[src/hdl/local_maximum_marker_3x3_macros.svh]
// ----------------------------------------------------------------------------
// Assertion macros for the 3x3 local maximum marker
// Wraps concurrent assertions so that synthesis sees empty bodies.
// ----------------------------------------------------------------------------
`ifndef LOCAL_MAXIMUM_MARKER_3X3_MACROS_SVH
`define LOCAL_MAXIMUM_MARKER_3X3_MACROS_SVH
`ifndef SYNTHESIS
`define LMM_ASSERT_IMPLY(label, clk, rst, ante, cons) \
   label: assert property (@(posedge clk) disable iff (rst) (ante) |-> (cons)) \
      else $error("%m: implication does not hold");
`define LMM_ASSERT_NEXT(label, clk, rst, ante, cons) \
   label: assert property (@(posedge clk) disable iff (rst) (ante) |=> (cons)) \
      else $error("%m: next-cycle condition does not hold");
`define LMM_ASSERT_NEVER(label, clk, rst, cond) \
   label: assert property (@(posedge clk) disable iff (rst) !(cond)) \
      else $error("%m: forbidden condition seen");
`else
`define LMM_ASSERT_IMPLY(label, clk, rst, ante, cons)
`define LMM_ASSERT_NEXT(label, clk, rst, ante, cons)
`define LMM_ASSERT_NEVER(label, clk, rst, cond)
`endif
`endif

[src/hdl/lmm_pkg.sv]
// ----------------------------------------------------------------------------
// lmm_pkg
// Shared constants and types of the 3x3 local maximum marker.
// ----------------------------------------------------------------------------
`default_nettype none

package lmm_pkg;

   localparam int FIELD_W      = 16;
   localparam int PIX_W        = 3 * FIELD_W;
   localparam int TDATA_W      = ((PIX_W + 7) / 8) * 8;
   localparam int WIDTH_REG_W  = 11;
   localparam int HEIGHT_REG_W = 13;
   localparam int MARKER_W     = 16;
   localparam int ROW_W        = 13;
   localparam int WINDOW_COLS  = 3;
   localparam int QUEUE_DEPTH  = 4;

   localparam int DEF_MAX_WIDTH    = 1024;
   localparam int DEF_CHANNEL_BITS = 16;

   localparam logic [HEIGHT_REG_W-1:0] HEIGHT_LIMIT = 13'd4096;

   localparam int CSR_INDEX_W = 2;
   localparam int CSR_DATA_W  = 16;
   localparam logic [CSR_INDEX_W-1:0] CSR_FRAME_WIDTH  = 2'd0;
   localparam logic [CSR_INDEX_W-1:0] CSR_FRAME_HEIGHT = 2'd1;
   localparam logic [CSR_INDEX_W-1:0] CSR_MARKER_VALUE = 2'd2;

   localparam logic [WIDTH_REG_W-1:0]  WIDTH_RESET  = 11'd640;
   localparam logic [HEIGHT_REG_W-1:0] HEIGHT_RESET = 13'd480;
   localparam logic [MARKER_W-1:0]     MARKER_RESET = 16'd255;

   // Neighbor-versus-center flags of one window column.
   typedef struct packed {
      logic top;
      logic mid;
      logic bot;
   } lmm_ge_type;

   typedef struct packed {
      logic [FIELD_W-1:0] red;
      logic [FIELD_W-1:0] green;
      logic [FIELD_W-1:0] blue;
      logic               is_maximum;
      logic               frame_end;
   } lmm_result_type;

endpackage

`default_nettype wire

[src/hdl/lmm_window_cell.sv]
// ----------------------------------------------------------------------------
// lmm_window_cell
// One column of the 3x3 window. Takes its neighbor's column on each step
// and compares its own red values against the window center.
// ----------------------------------------------------------------------------
`default_nettype none

module lmm_window_cell
   import lmm_pkg::*;
#(
   parameter int CHANNEL_BITS = DEF_CHANNEL_BITS
) (
   input  logic                        clock,
   input  logic                        shift_en,
   input  logic [CHANNEL_BITS-1:0]     load_top_red,
   input  logic [3*CHANNEL_BITS-1:0]   load_mid_pix,
   input  logic [CHANNEL_BITS-1:0]     load_bot_red,
   input  logic [CHANNEL_BITS-1:0]     center_red,
   output logic [CHANNEL_BITS-1:0]     top_red,
   output logic [3*CHANNEL_BITS-1:0]   mid_pix,
   output logic [CHANNEL_BITS-1:0]     bot_red,
   output lmm_ge_type                  ge
);

   logic [CHANNEL_BITS-1:0]   top_red_ff;
   logic [CHANNEL_BITS-1:0]   top_red_in;
   logic [3*CHANNEL_BITS-1:0] mid_pix_ff;
   logic [3*CHANNEL_BITS-1:0] mid_pix_in;
   logic [CHANNEL_BITS-1:0]   bot_red_ff;
   logic [CHANNEL_BITS-1:0]   bot_red_in;

   assign top_red_in = shift_en ? load_top_red : top_red_ff;
   assign mid_pix_in = shift_en ? load_mid_pix : mid_pix_ff;
   assign bot_red_in = shift_en ? load_bot_red : bot_red_ff;

   always_ff @(posedge clock) begin
      top_red_ff <= top_red_in;
      mid_pix_ff <= mid_pix_in;
      bot_red_ff <= bot_red_in;
   end

   assign top_red = top_red_ff;
   assign mid_pix = mid_pix_ff;
   assign bot_red = bot_red_ff;

   // A neighbor at least as bright as the center rules out a strict maximum.
   assign ge.top = top_red_ff >= center_red;
   assign ge.mid = mid_pix_ff[CHANNEL_BITS-1:0] >= center_red;
   assign ge.bot = bot_red_ff >= center_red;

endmodule

`default_nettype wire

[config.mk]
export PLATFORM = sky130hd
export DESIGN_NAME = lmm_window_cell
export DESIGN_NICKNAME = d
export VERILOG_FILES = /design/src/hdl/local_maximum_marker_3x3_macros.svh /design/src/hdl/lmm_pkg.sv /design/src/hdl/lmm_window_cell.sv
export SDC_FILE = /design/constraint.sdc
export NUM_CORES = 1
export LEC_CHECK = 0
export BUFFER_PORTS_ARGS = -buffer_cell sky130_fd_sc_hd__buf_4
export CAP_MARGIN = 20
export CORE_MARGIN = 8
export CORE_UTILIZATION = 45
export CTS_CLUSTER_DIAMETER = 40
export DETAILED_ROUTE_END_ITERATION = 16
export GPL_ROUTABILITY_DRIVEN = 0
export GPL_TIMING_DRIVEN = 0
export PLACE_DENSITY = 0.8
export SYNTH_ARGS = -nofsm -noshare
export SYNTH_HDL_FRONTEND = slang
export SYNTH_SLANG_ARGS = --single-unit
[constraint.sdc]
create_clock -name clock -period 2.3 [get_ports clock]
set_clock_uncertainty 0.05 [all_clocks]
set_input_delay 0.345 -clock clock [delete_from_list [all_inputs] [get_ports clock]]
set_output_delay 0.345 -clock clock [all_outputs]
set_load 0.05 [all_outputs]
==> flow_summary.toml, run 1 <==
[place]
port_buffers = 180
placedInstanceArea_sq_um = 4990
dp_hpwl_um = 8040
dpl.cell_count = 494

[sta]
slew_headroom_pct = 33.8
tightest_slew_ps = 993
setup_slack_ps = -401
setup_viol = 3
fmax_mhz = 370
finalCriticalPeriod_ps = 2700
period_share_pct = 117
rsz0062_at_grt = "true"
slew_viol_final = 0
hold_viol = 0

[power]
p_leak_nw = 2.41
vdd_drop_max_uv = 662
combPwrFrac_pct = 27.9
p_sw_mw = 1.27
seq_power_share_pct = 47.0
p_per_area_nw_per_um2 = 717
p_clk_share_pct = 25.0
switching_share_pct = 33.4
p_int_mw = 2.54

[cts]
h-tree-depth = 3
cts.sinks = 80
clockRootBuffer = "clkbuf_8"
ctsLongestPathBuffers = 2
cts_made_buffers = 9
hold_buffers = 0
worst_setup_hold_path_clk_slew_ps = 90
cts_tree = "built"

[grt]
antenna_found_initial = 0
grt_usage_pct = 17.6
grt_overflow = 0
grt_pass1_vias = 2802
grt_max_degree = 81
grt_pass1_wl_um = 14600

[final_layout]
n_antenna_cell = 0
fin_cells = 520
syn_to_final_growth_pct = 52.2
finish.instance_area_sq_um = 5320
finalNetCount = 559
drive_above_1_share_pct = 51.9
mostFrequentLayoutCell = "buf_4"
final_cell_mix = "buf_4 (187), edfxtp_1 (80), ha_1 (47)"

[detailed_routing]
routed_via_density = 4.87
routedWlPerCell_um = 18.8
antenna_left = 0
drc_errors = 0
first_iter_violations = 73
wl_um = 9770
dr.pass1.iters = 4
via_count = 2534

[critical_path]
critPathArrivalTime_ps = 2310
critPathLaunch = "top_red[0]"
endpoint_kind = "primary output"
cp.required_ps = 1900
critPathKind = "flip-flop to primary output"
endpoint = "ge[2]"
startpoint_type = "flip-flop"
worst-path-max-fanout = 2

[synthesis]
async_flop_share_pct = 0
yosys_most_used_dff = "edfxtp_1"
synth-seq-cells = 80
synth-seq-area-share_pct = 68.8
avgSynthCellArea_sq_um = 16.5
synth-edff-count = 80
synth_area_leaders = "edfxtp_1 (69%), ha_1 (17%), a21oi_1 (2.1%)"
syn_area_sq_um = 3490
synthesis.nets = 358
yosysWarnings = 0
synthCells = 212
synthDominantAreaCellType = "edfxtp_1"
yosysTopAreaCellShare_pct = 68.8
ys_types = 22

[floorplan]
core_sq_um = 7610
die-area_sq_um = 10800
fp.dieW_um = 104
rows = 32
die_h_um = 104
ios = 181
start_util_pct = 45.9

[hold_path]
holdCritPathClass = "primary input to flip-flop"
min_from = "load_mid_pix[0]"

[outcome]
status = "finished, violations left"
violations = "negative setup slack"

[job]
maxCapViolations = 0
final cells by class:
cell class	instances	area [sq um]
flip-flops and latches	80	2400
multi-input cells	114	1090
clock inverters	6	52.6
clock buffers	10	128
fillers	528	2290
inverters	18	67.6
repair buffers	190	1450
well taps	102	128
registers in the layout, summed over array words and instances (netlist names):
name     cells
mid_pix     48
bot_red     16
top_red     16
layer usage:
| layer | vias to the layer above | GRT usage (%) | routed length, um |
|---|---|---|---|
| met5 | - | 0 | 0 |
| met4 | 0 | 8.27 | 294 |
| met3 | 20 | 9.05 | 1070 |
| met2 | 125 | 31.3 | 5070 |
| met1 | 1156 | 16.2 | 3340 |
| li1 | 1233 | - | - |
cell usage after synthesis, types with 3 or more instances:
cell	instances
a21o_1	4
a21oi_1	15
edfxtp_1	80
ha_1	48
inv_1	18
nand2_1	5
nand2b_4	3
nand3_1	6
nand4_1	7
nor2_1	3
nor4_1	3
o21ai_0	5
worst min path at each step:
stage,slack (ps),end,cells after the start
2_1_floorplan,390,bot_red[0],0
3_3_place_gp,470,mid_pix[35],1
3_5_place_dp,470,top_red[15],1
4_1_cts,110,top_red[15],1
5_1_grt,100,mid_pix[19],1
6_report,110,mid_pix[0],1
kinds of logic after synthesis:
family | count (synthesis) | synth area share (%)
AND/OR/NAND/NOR | 32 | 5.59
adder cells (fa/ha/maj) | 48 | 17.2
buffers and inverters | 18 | 1.93
AO/OA/AOI/OAI | 34 | 6.52
flip-flops | 80 | 68.8
critical path: stages (launching register included):
cell	delay [ps]
edfxtp_1	390
inv_1	70
ha_1	220
nand2b_4	140
a2111o_1	360
a311o_1	310
a211o_4	320
buf_6	150
through the flow:
stage	setup WS (ps)	power [mW]	hold slack (ps)	TNS [ps]	utilization [%]
finish	-401	3.81	111	-1080	69.9
global route	-463	3.95	100	-1320	69.9
CTS	-453	3.83	106	-1200	69.4
detailed placement	-279	2.85	474	-650	65.6
global placement	-198	2.83	473	-519	65.6
floorplan	-226	2.43	394	-676	-
repair_timing:
item                                    in CTS  in global routing
endpoints found under the setup margin       3                  3
resized for setup                           10                  1
pin swaps                                    6                  2
setup buffers                                6                  4
power by group through the flow:
stage                     logic [mW]  clock network (mW)  registers [mW]
after floorplan                0.219                   0            2.21
after global placement          1.01                   0            1.82
after detailed placement        1.03                   0            1.83
after CTS                       1.06               0.970            1.79
after global routing            1.12                1.02            1.81
final                           1.06               0.953            1.79
No activity file was read; power rests on OpenSTA's default activity.
==> inputs of run 2 (changes only) <==
--- a/config.mk
+++ b/config.mk
@@ -14,6 +14,7 @@
 export GPL_ROUTABILITY_DRIVEN = 0
 export GPL_TIMING_DRIVEN = 0
 export PLACE_DENSITY = 0.8
+export SETUP_SLACK_MARGIN = 0.5
 export SYNTH_ARGS = -nofsm -noshare
 export SYNTH_HDL_FRONTEND = slang
 export SYNTH_SLANG_ARGS = --single-unit
==> constraint.sdc (replaced) <==
create_clock -name clock -period 2.72 [get_ports clock]
set_clock_uncertainty 0.05 [all_clocks]
set_input_delay 0.408 -clock clock [delete_from_list [all_inputs] [get_ports clock]]
set_output_delay 0.408 -clock clock [all_outputs]
set_load 0.05 [all_outputs]
==> flow_summary.toml, run 2 (synthesized netlist as in run 1, its figures left out) <==
[job]
maxCapViolations = 0

[grt]
antenna_found_initial = 0
grt_overflow = 0
grt_pass1_vias = 2802
grt_pass1_wl_um = 14600
grt_max_degree = 81
grt_usage_pct = 17.6

[detailed_routing]
routed_via_density = 4.87
dr.pass1.iters = 4
antenna_left = 0
drc_errors = 0
via_count = 2534
routedWlPerCell_um = 18.8
wl_um = 9770
first_iter_violations = 75

[place]
port_buffers = 180
pre_cts_slack_ps = 14.5
dp_hpwl_um = 8040

[critical_path]
endpoint_kind = "primary output"
critPathKind = "flip-flop to primary output"
cp.required_ps = 2260
critPathArrivalTime_ps = 2310
startpoint_type = "flip-flop"
worst-path-max-fanout = 2

[floorplan]
rows = 32
die_h_um = 104
fp.dieW_um = 104
core_sq_um = 7610
start_util_pct = 45.9
ios = 181
die-area_sq_um = 10800

[cts]
ctsLongestPathBuffers = 2
cts.sinks = 80
clockRootBuffer = "clkbuf_8"
cts_tree = "built"
cts_made_buffers = 9
h-tree-depth = 3
worst_setup_hold_path_clk_slew_ps = 90

[sta]
setup_viol = 2
slew_headroom_pct = 33.8
period_share_pct = 102
hold_viol = 0
finalCriticalPeriod_ps = 2760
rsz0062_at_grt = "true"
tightest_slew_ps = 993
slew_viol_final = 0
setup_slack_ps = -44.4
fmax_mhz = 362

[power]
vdd_drop_max_uv = 560
p_total_mw = 3.22
p_leak_nw = 2.41
p_per_area_nw_per_um2 = 606

[final_layout]
largest_reg_flops = 48
finalNetCount = 559
mostFrequentLayoutCell = "buf_4"
drive_above_1_share_pct = 51.9
final_cell_mix = "buf_4 (187), edfxtp_1 (80), ha_1 (47)"
n_antenna_cell = 0
syn_to_final_growth_pct = 52.2

[outcome]
status = "finished, violations left"
violations = "negative setup slack"

[hold_path]
holdCritPathClass = "primary input to flip-flop"
run 2: cell counts in the layout (fill, tap and decap cells not counted):
No cell type changed its count.
run 2: final timing paths:
kind | from | to | slack, ps | cells after the start
worst min-delay path | load_mid_pix[0] | mid_pix[0] | 170 | 1
worst max-delay path | top_red[0] | ge[2] | -40 | 7
run 2: final cells by class:
class,instances,area [sq um]
Clock buffer,10,128
Timing Repair Buffer,190,1450
Inverter,18,67.6
Multi-Input combinational cell,114,1090
Clock inverter,6,52.6
Fill cell,528,2290
Sequential cell,80,2400
Tap cell,102,128
run 2: worst max-delay path, cell delays in order (launching register included):
cell and delay [ps]:
edfxtp_1 390, inv_1 70, ha_1 220, nand2b_4 140
a2111o_1 360, a311o_1 310, a211o_4 320, buf_6 150
run 2: timing repair:
action	in CTS	in global routing
resized for setup	10	1
hold buffers	0	0
setup buffers	6	4
pin swaps	7	2
setup endpoints to repair	3	3
run 2: through the flow:
stage               cell area [sq um]  hold WS, ps  cells  util, %  TNS (ps)
floorplan                        3510          457    212        -         0
global placement                 4990          536    494     65.6         0
detailed placement               4990          537    494     65.6         0
CTS                              5280          169    516     69.4      -155
global route                     5320          163    520     69.9      -253
finish                           5320          174    520     69.9     -71.7
run 2: layer usage:
layer | vias to the layer above | wire length [um] | GRT usage, %
met2 | 125 | 5070 | 31.3
met5 | - | 0 | 0
met1 | 1156 | 3330 | 16.2
met3 | 20 | 1070 | 9.05
met4 | 0 | 294 | 8.27
li1 | 1233 | - | -
run 2: power by group:
part           total (mW)  internal (mW)  switching (mW)
Combinational       0.900          0.333           0.567
Sequential           1.52           1.47          0.0483
Clock               0.806          0.346           0.460
Total                3.22           2.15            1.07
