--- config.mk ---
export PLATFORM = sky130hd
export DESIGN_NAME = lmm_out_queue
export DESIGN_NICKNAME = d
export VERILOG_FILES = /design/src/hdl/local_maximum_marker_3x3_macros.svh /design/src/hdl/lmm_pkg.sv /design/src/hdl/lmm_out_queue.sv
export SDC_FILE = /design/constraint.sdc
export NUM_CORES = 1
export LEC_CHECK = 0
export ABC_AREA = 1
export BUFFER_PORTS_ARGS = -buffer_cell sky130_fd_sc_hd__buf_2
export CAP_MARGIN = 10
export CORE_AREA = 10 10 126 128
export CTS_BUF_LIST = sky130_fd_sc_hd__clkbuf_4 sky130_fd_sc_hd__clkbuf_8 sky130_fd_sc_hd__clkbuf_16
export DETAILED_ROUTE_END_ITERATION = 6
export DIE_AREA = 0 0 136 138
export PLACE_DENSITY = 0.92
export SLEW_MARGIN = 20
export SYNTH_ARGS = -nofsm -noshare
export SYNTH_HDL_FRONTEND = slang
export SYNTH_SLANG_ARGS = --single-unit
--- constraint.sdc ---
create_clock -name clock -period 3.3 [get_ports clock]
set_input_delay 0.165 -clock clock [delete_from_list [all_inputs] [get_ports clock]]
set_output_delay 0.165 -clock clock [all_outputs]
set_load 0.02 [all_outputs]
--- src/hdl/local_maximum_marker_3x3_macros.svh ---
// ----------------------------------------------------------------------------
// Assertion macros for the 3x3 local maximum marker
// Wraps concurrent assertions so that synthesis sees empty bodies.
// ----------------------------------------------------------------------------
`ifndef LOCAL_MAXIMUM_MARKER_3X3_MACROS_SVH
`define LOCAL_MAXIMUM_MARKER_3X3_MACROS_SVH
`ifndef SYNTHESIS
`define LMM_ASSERT_IMPLY(label, clk, rst, ante, cons) \
   label: assert property (@(posedge clk) disable iff (rst) (ante) |-> (cons)) \
      else $error("%m: implication does not hold");
`define LMM_ASSERT_NEXT(label, clk, rst, ante, cons) \
   label: assert property (@(posedge clk) disable iff (rst) (ante) |=> (cons)) \
      else $error("%m: next-cycle condition does not hold");
`define LMM_ASSERT_NEVER(label, clk, rst, cond) \
   label: assert property (@(posedge clk) disable iff (rst) !(cond)) \
      else $error("%m: forbidden condition seen");
`else
`define LMM_ASSERT_IMPLY(label, clk, rst, ante, cons)
`define LMM_ASSERT_NEXT(label, clk, rst, ante, cons)
`define LMM_ASSERT_NEVER(label, clk, rst, cond)
`endif
`endif

--- src/hdl/lmm_pkg.sv ---
// ----------------------------------------------------------------------------
// lmm_pkg
// Shared constants and types of the 3x3 local maximum marker.
// ----------------------------------------------------------------------------
`default_nettype none

package lmm_pkg;

   localparam int FIELD_W      = 16;
   localparam int PIX_W        = 3 * FIELD_W;
   localparam int TDATA_W      = ((PIX_W + 7) / 8) * 8;
   localparam int WIDTH_REG_W  = 11;
   localparam int HEIGHT_REG_W = 13;
   localparam int MARKER_W     = 16;
   localparam int ROW_W        = 13;
   localparam int WINDOW_COLS  = 3;
   localparam int QUEUE_DEPTH  = 4;

   localparam int DEF_MAX_WIDTH    = 1024;
   localparam int DEF_CHANNEL_BITS = 16;

   localparam logic [HEIGHT_REG_W-1:0] HEIGHT_LIMIT = 13'd4096;

   localparam int CSR_INDEX_W = 2;
   localparam int CSR_DATA_W  = 16;
   localparam logic [CSR_INDEX_W-1:0] CSR_FRAME_WIDTH  = 2'd0;
   localparam logic [CSR_INDEX_W-1:0] CSR_FRAME_HEIGHT = 2'd1;
   localparam logic [CSR_INDEX_W-1:0] CSR_MARKER_VALUE = 2'd2;

   localparam logic [WIDTH_REG_W-1:0]  WIDTH_RESET  = 11'd640;
   localparam logic [HEIGHT_REG_W-1:0] HEIGHT_RESET = 13'd480;
   localparam logic [MARKER_W-1:0]     MARKER_RESET = 16'd255;

   // Neighbor-versus-center flags of one window column.
   typedef struct packed {
      logic top;
      logic mid;
      logic bot;
   } lmm_ge_type;

   typedef struct packed {
      logic [FIELD_W-1:0] red;
      logic [FIELD_W-1:0] green;
      logic [FIELD_W-1:0] blue;
      logic               is_maximum;
      logic               frame_end;
   } lmm_result_type;

endpackage

`default_nettype wire

--- src/hdl/lmm_out_queue.sv ---
// ----------------------------------------------------------------------------
// lmm_out_queue
// Small result queue that decouples the window pipeline from the rsp side.
// ----------------------------------------------------------------------------
`default_nettype none

module lmm_out_queue
   import lmm_pkg::*;
#(
   parameter int DEPTH = QUEUE_DEPTH
) (
   input  logic                         clock,
   input  logic                         reset,
   input  logic                         push,
   input  lmm_result_type               push_data,
   output logic                         out_valid,
   input  logic                         out_ready,
   output lmm_result_type               out_data,
   output logic [$clog2(DEPTH+1)-1:0]   count
);

   localparam int PTR_W = (DEPTH > 1) ? $clog2(DEPTH) : 1;
   localparam int CNT_W = $clog2(DEPTH + 1);

   lmm_result_type   entries_ff [DEPTH];
   logic [PTR_W-1:0] head_ff;
   logic [PTR_W-1:0] head_in;
   logic [PTR_W-1:0] tail_ff;
   logic [PTR_W-1:0] tail_in;
   logic [CNT_W-1:0] count_ff;
   logic [CNT_W-1:0] count_in;
   logic             pop;

   assign out_valid = count_ff != '0;
   assign pop       = out_valid && out_ready;
   assign out_data  = entries_ff[head_ff];
   assign count     = count_ff;

   always_comb begin
      head_in = head_ff;
      tail_in = tail_ff;
      if (pop) begin
         head_in = (head_ff == PTR_W'(DEPTH - 1)) ? '0 : head_ff + PTR_W'(1);
      end
      if (push) begin
         tail_in = (tail_ff == PTR_W'(DEPTH - 1)) ? '0 : tail_ff + PTR_W'(1);
      end
      unique case ({push, pop})
         2'b10:   count_in = count_ff + CNT_W'(1);
         2'b01:   count_in = count_ff - CNT_W'(1);
         default: count_in = count_ff;
      endcase
   end

   always_ff @(posedge clock) begin
      if (reset) begin
         head_ff  <= '0;
         tail_ff  <= '0;
         count_ff <= '0;
      end else begin
         head_ff  <= head_in;
         tail_ff  <= tail_in;
         count_ff <= count_in;
      end
   end

   always_ff @(posedge clock) begin
      if (push) begin
         entries_ff[tail_ff] <= push_data;
      end
   end

endmodule

`default_nettype wire

==> impl_results.rst, run 1 <==
.. list-table::
   :header-rows: 1

   * - Metric
     - Value
   * - Synthesized area per cell
     - 14.5 µm²
   * - Final critical path time including I/O delays and setup
     - 2600 ps
   * - Number of antenna violations at the first check in global routing
     - 1
   * - Leakage power figure
     - 3.49 nW
   * - Fin crit share
     - 0.789
   * - Unrepaired setup endpoints after global routing
     - false
   * - Number of iterations in the first detailed-routing pass
     - 5
   * - Setup TNS
     - 0 ps
   * - Cell Rows
     - 43
   * - Final net count
     - 765
   * - Leading cell types by count after synthesis
     - 200 x edfxtp_1, 104 x nor2_1, 69 x o21ai_1, 50 x o22ai_1, 34 x o21ai_0
   * - WS Path Type
     - register to output port
   * - Share of post-route cells with drive strength above 1
     - 0.221
   * - Number of DRC violations after detailed-routing iteration 0
     - 556
   * - Cell depth of the worst min-delay path
     - 4
   * - Clock transition at the registers of the reported paths
     - 50 ps
   * - Area growth, synth to finish
     - 22.0%
   * - Clock latency on the worst-skew pair
     - 480 ps
   * - Most common cell in the synthesized netlist
     - edfxtp_1
   * - Vias in the first global route
     - 5,233
   * - Finish-stage setup viols
     - 0
   * - Combined area of all synthesized cells
     - 0.00791 mm²
   * - Final WS setup
     - 697 ps
   * - Kind of end point of the critical path
     - output port
   * - Synthesized instance count
     - 546
   * - Clock Path Buffers
     - 3
   * - Dominant cells by area after synthesis
     - edfxtp_1 76%, nor2_1 4.9%, o21ai_1 4.4%
   * - Crit path buffers/inverters
     - 2
   * - Number of buffers inserted to repair setup after CTS
     - 0
   * - Final HPWL DP
     - 10,200 µm
   * - RD Place Congestion
     - 0.734
   * - Overall track demand over capacity in global routing
     - 0.179
   * - Critical Path, Cell by Cell
     - buf_4 > o21ai_0 > o22ai_1 > buf_2
   * - Actual slew at the worst max-slew pin
     - 966 ps
   * - Number of design rule violations left after detail routing
     - 0
   * - Synthesized flop and latch total
     - 209
   * - Max-cap viol count
     - 0
   * - Chip Width
     - 136 µm
   * - Slowest cell on the critical path
     - dfxtp_4
   * - Number of levels the H-tree was split into
     - 1
   * - Number of max-slew violations in the final report
     - 0
   * - Top-Level Pins
     - 108
   * - Relative slew margins
     - 0.355
   * - DRT Wirelength
     - 17,700 µm
   * - Post-DRT Antenna Nets
     - 0
   * - Slack of the worst reg-to-reg path
     - 1320 ps
   * - Routed wire per std cell
     - 19.7 µm
   * - Area of the die
     - 0.0188 mm²
   * - TritonCTS clock tree
     - yes
   * - Area of the core
     - 0.0135 mm²
   * - Initial core utilization
     - 0.586
   * - Required time of the worst setup path
     - 3130 ps
   * - Hold wc startpoint
     - out_ready
   * - Total number of vias
     - 5,110
   * - Portion of synthesized cell area occupied by the leading cell type
     - 0.759
   * - Cell chosen for the clock root
     - clkbuf_16
   * - Unique masters post-synth
     - 22
   * - Most frequently used flop master after synthesis
     - edfxtp_1
   * - CTS Sinks
     - 209
   * - Largest net degree at the start of global routing
     - 101
   * - Worst slack, placed
     - 1230 ps
   * - RR Startpoint
     - tail_ff[0]$_SDFFE_PP0P_
   * - GRT Residual Overflow
     - 0
   * - Maximum fanout along the worst path
     - 59
   * - Filler cell count
     - 838
   * - Outcome
     - finished, final reports clean
   * - Share of flip-flops with an asynchronous set or reset after synthesis
     - 0
   * - Hold violation count in the final report
     - 0
   * - Power density cells
     - 721 mW/mm²
   * - Maximum cell stage delay along the critical path
     - 760 ps
   * - Kind of launch point of the worst setup path
     - register
   * - Worst setup skew after layout
     - 8.93 ps
   * - Total CTS buffers
     - 21
   * - WP data arrival
     - 2440 ps
   * - Top cell type by total area after synthesis
     - edfxtp_1
   * - Die span in y
     - 138 µm
   * - First-pass GRT wire length
     - 27,200 µm
   * - Reg2Reg Capture Point
     - entries_ff[3][48]$_DFFE_PP_
   * - IO buf count
     - 107
   * - Register-to-Register Path Depth
     - 4
   * - Class of the tightest hold or removal check
     - primary input to register
   * - Maximum ir drop on the vdd rail
     - 0.000470 V
   * - Crit path max-delay family
     - flip-flops
   * - Via count normalized by instance count
     - 5.68
   * - Highest achievable clock rate
     - 384 MHz
   * - Synth warn
     - 0
   * - Sequential element share of the synthesized area
     - 0.782
   * - Number of enable-type register cells in the synthesized netlist
     - 200
   * - Number of nets in the synthesized netlist
     - 607
==> power by group <==
part	switching (mW)	internal [mW]	leakage, nW
Combinational	1.16	0.525	1.27
Sequential	0.0996	3.05	1.91
Clock	0.896	1.23	0.309
==> how the worst max path moves through the flow <==
stage	startpoint	end	slack, ps	depth (start not counted)
2_1_floorplan	tail_ff[0]$_SDFFE_PP0P_	entries_ff[3][0]$_DFFE_PP_	1330	3
3_3_place_gp	tail_ff[0]$_SDFFE_PP0P_	entries_ff[3][39]$_DFFE_PP_	1350	4
3_5_place_dp	register	out_data[17]	1230	4
4_1_cts	register	out_data[17]	670	4
5_1_grt	register	out_data[17]	530	4
6_report	register	out_data[17]	700	4
==> per-layer routing <==
layer,share of wire,GRT usage,up-vias
li1,-,-,2366
met1,0.40,0.226,2479
met2,0.50,0.300,237
met3,0.084,0.0431,28
met4,0.015,0.0533,0
met5,0,0,-
==> kinds of logic (layout without fill, tap and decap cells) <==
kind of cell / Yosys count / in the layout / share of synthesized area
flops: 209 / 209 / 0.782
fa+ha+maj: 7 / 7 / 0.0120
buf+inv: 49 / 221 / 0.0378
compound gates: 159 / 159 / 0.109
simple gates: 122 / 122 / 0.0596
other cells: 0 / 1 / 0
==> area by class of cell <==
type	count	area, µm²	area share
Inverter	18	75.1	0.00778
Tap cell	180	225	0.0233
Antenna cell	1	2.50	0.000259
Clock buffer	28	578	0.0599
Clock inverter	9	45.0	0.00467
Multi-Input combinational cell	288	1430	0.148
Sequential cell	209	6190	0.642
Timing Repair Buffer	166	1110	0.115
==> flip-flops by register name, summed over array words and instances, names as in the netlist, named ones only <==
| register | count |
|---|---|
| count | 3 |
| head_ff | 2 |
| tail_ff | 2 |
| entries_ff | 200 |
==> per-stage QoR <==
step / cell area (µm²) / util / instances / hold slack [ps] / power [mW]
global route: 9650 / 0.715 / 899 / 38.3 / 7.25
CTS: 9650 / 0.714 / 898 / 5.26 / 6.99
detailed placement: 8500 / 0.630 / 809 / 352 / 4.83
global placement: 8500 / 0.630 / 809 / 343 / 4.75
floorplan: 7910 / - / 546 / 237 / 4.32
finish: 9650 / 0.715 / 899 / 24.2 / 6.96
==> worst min-delay path, stage by stage <==
cell	delay (ps)
buf_2	120
nand3_1	80
nand2_1	60
nor2_1	40
==> repair_timing <==
action / 4_1_cts / 5_1_grt
hold endpoints to repair: 202 / 0
gates resized for setup: 0 / 0
hold buffers: 52 / 0
==> placed cells by master, fill, tap and decap left out, drive strengths merged <==
master | netlist | final
a21oi | 6 | 6
and2 | 1 | 1
buf | 29 | 114
clkbuf | 2 | 28
clkinv | 0 | 7
clkinvlp | 0 | 2
dfxtp | 9 | 9
diode | 0 | 1
dlygate4sd3 | 0 | 52
edfxtp | 200 | 200
fa | 1 | 1
ha | 6 | 6
inv | 18 | 18
nand2 | 10 | 10
nand3 | 4 | 4
nand4 | 1 | 1
nor2 | 104 | 104
nor3 | 1 | 1
o21ai | 103 | 103
o22ai | 50 | 50
or2 | 1 | 1
Note: power is estimated with default switching activity, not from simulation.
==> inputs of run 2 (changes only) <==
--- a/config.mk
+++ b/config.mk
@@ -8,11 +8,11 @@
 export ABC_AREA = 1
 export BUFFER_PORTS_ARGS = -buffer_cell sky130_fd_sc_hd__buf_2
 export CAP_MARGIN = 10
-export CORE_AREA = 10 10 126 128
+export CORE_AREA = 10 10 136 138
 export CTS_BUF_LIST = sky130_fd_sc_hd__clkbuf_4 sky130_fd_sc_hd__clkbuf_8 sky130_fd_sc_hd__clkbuf_16
 export DETAILED_ROUTE_END_ITERATION = 6
-export DIE_AREA = 0 0 136 138
-export PLACE_DENSITY = 0.92
+export DIE_AREA = 0 0 146 148
+export PLACE_DENSITY = 0.84
 export SLEW_MARGIN = 20
 export SYNTH_ARGS = -nofsm -noshare
 export SYNTH_HDL_FRONTEND = slang
==> constraint.sdc (replaced) <==
create_clock -name clock -period 2.22 [get_ports clock]
set_input_delay 0.111 -clock clock [delete_from_list [all_inputs] [get_ports clock]]
set_output_delay 0.111 -clock clock [all_outputs]
set_load 0.02 [all_outputs]
==> run 2 against run 1 <==
Combinational power increased by 53%. Non-clock buffer count increased by 3. Flip-flop and latch count unchanged. Sequential share of layout area decreased by 0.98 points. Worst setup slack got worse by 590 ps. Clock-buffer cell count decreased by 3. Cell count increased by 4.1%. First-iteration DRC count decreased by 38%. Register-to-register slack got worse by 1000 ps. Design area increased by 1.6%.
==> impl_results.rst, run 2 (synthesis results as in run 1) <==
.. list-table::
   :header-rows: 1

   * - Metric
     - Value
   * - Outcome
     - finished, final reports clean
   * - Maximum fanout along the worst path
     - 60
   * - Die span in y
     - 148 µm
   * - Maximum cell stage delay along the critical path
     - 540 ps
   * - Final HPWL DP
     - 9690 µm
   * - Setup TNS
     - 0 ps
   * - Final net count
     - 767
   * - Post-placement cell count
     - 846
   * - Actual slew at the worst max-slew pin
     - 583 ps
   * - Power density cells
     - 1070 mW/mm²
   * - Filler cell count
     - 1,135
   * - Max-cap viol count
     - 0
   * - Required time of the worst setup path
     - 2110 ps
   * - Diodes inserted
     - 0
   * - Critical Path, Cell by Cell
     - buf_12 > o21ai_0 > o22ai_1 > buf_2
   * - Area growth, synth to finish
     - 23.9%
   * - Routed wire per std cell
     - 18.2 µm
   * - Number of antenna violations at the first check in global routing
     - 0
   * - Share of post-route cells with drive strength above 1
     - 0.222
   * - Number of design rule violations left after detail routing
     - 0
   * - Unrepaired setup endpoints after global routing
     - false
   * - Number of levels the H-tree was split into
     - 1
   * - CTS Sinks
     - 209
   * - Reg area
     - 0.00619 mm²
   * - Final WS setup
     - 104 ps
   * - Combined area of the multi-input logic cells
     - 0.00143 mm²
   * - Top library cells by usage in the layout, fill and taps aside
     - 200 x edfxtp_1, 107 x buf_2, 104 x nor2_1
   * - Clock Path Buffers
     - 3
   * - GRT Residual Overflow
     - 0
   * - Largest register FFs
     - 200
   * - Cell chosen for the clock root
     - clkbuf_16
   * - Slowest cell on the critical path
     - dfxtp_4
   * - Total CTS buffers
     - 20
   * - DRT Wirelength
     - 17,000 µm
   * - Final critical path time including I/O delays and setup
     - 2120 ps
   * - Count of cells resized by post-cts repair
     - 0
   * - Hold violation count in the final report
     - 0
   * - Relative slew margins
     - 0.611
   * - Leakage power figure
     - 3.53 nW
   * - Vias in the first global route
     - 5,319
   * - Total number of vias
     - 5,006
   * - Largest net degree at the start of global routing
     - 101
   * - Commonest non-fill, non-tap cell in the layout
     - edfxtp_1
   * - Initial core utilization
     - 0.503
   * - Clock transition at the registers of the reported paths
     - 60 ps
   * - Fin crit share
     - 0.953
   * - Chip Width
     - 146 µm
   * - Highest achievable clock rate
     - 473 MHz
   * - Class of the tightest hold or removal check
     - primary input to register
   * - Finish-stage setup viols
     - 0
   * - Crit path buffers/inverters
     - 2
   * - First-pass GRT wire length
     - 26,700 µm
   * - Kind of launch point of the worst setup path
     - register
   * - Smallest hold slack
     - 338 ps
   * - Count of non-filler cells in the finished layout
     - 936
   * - Overall track demand over capacity in global routing
     - 0.151
   * - Total power consumption of the routed design
     - 10.5 mW
   * - WS Path Type
     - register to output port
   * - Worst slack, placed
     - 379 ps
   * - Number of max-slew violations in the final report
     - 0
   * - Register name with the most flops
     - entries_ff
   * - Crit path max-delay family
     - flip-flops
   * - RD Place Congestion
     - 0.769
   * - IO buf count
     - 107
   * - Top-Level Pins
     - 108
   * - Cell Rows
     - 46
   * - Number of DRC violations after detailed-routing iteration 0
     - 345
   * - Worst setup skew after layout
     - 7.07 ps
   * - Number of iterations in the first detailed-routing pass
     - 4
   * - Clock latency on the worst-skew pair
     - 480 ps
   * - Maximum ir drop on the vdd rail
     - 0.000738 V
   * - WP data arrival
     - 2000 ps
   * - Via count normalized by instance count
     - 5.35
   * - Post-DRT Antenna Nets
     - 0
   * - TritonCTS clock tree
     - yes
   * - Kind of end point of the critical path
     - output port
   * - Area of the die
     - 0.0216 mm²
   * - Area of the core
     - 0.0157 mm²
-- run 2: stage by stage --
stage	area, µm²	utilization
4_1_cts	9800	0.624
3_5_place_dp	8620	0.549
5_1_grt	9800	0.624
6_report	9800	0.624
3_3_place_gp	8620	0.549
2_1_floorplan	7910	-
-- run 2: tightest hold or removal path, stage by stage --
cell	delay [ps]
dlygate4sd3_1	520
buf_2	110
nor2_1	40
-- run 2: final timing paths --
path | start | cells after the start | slack (ps) | endpoint
min reg2reg | count[0]$_SDFFE_PP0P_ | 2 | 530 | count[0]$_SDFFE_PP0P_
min | reset | 3 | 340 | tail_ff[0]$_SDFFE_PP0P_
max reg2reg | count[1]$_SDFFE_PP0P_ | 11 | 320 | count[2]$_SDFFE_PP0P_
max | register | 4 | 100 | out_data[40]
-- run 2: area by class of cell --
class | count | share of cell area
repair buffers | 169 | 0.123
well taps | 216 | 0.0276
inverters | 18 | 0.00766
clock inverters | 11 | 0.00817
clock buffers | 25 | 0.0567
flip-flops and latches | 209 | 0.632
multi-input cells | 288 | 0.145
-- run 2: timing repair --
action,in CTS,in global routing
hold buffers,53,0
buffers inserted,1,0
setup endpoints to repair,1,0
hold endpoints to repair,209,0
-- run 2: report_power, final --
part	switching (mW)	total (mW)	internal, mW
Sequential	0.103	4.63	4.53
Clock	1.35	3.24	1.89
Combinational	1.75	2.57	0.823
Total	3.21	10.5	7.24
-- run 2: per-layer routing --
layer / wire length (µm) / global-route usage / part of all wire / vias to the layer above
met1: 6670 / 0.173 / 0.39 / 2438
met5: 0 / 0 / 0 / -
li1: - / - / - / 2363
met3: 1170 / 0.0382 / 0.069 / 31
met2: 8830 / 0.270 / 0.52 / 174
met4: 325 / 0.0460 / 0.019 / 0
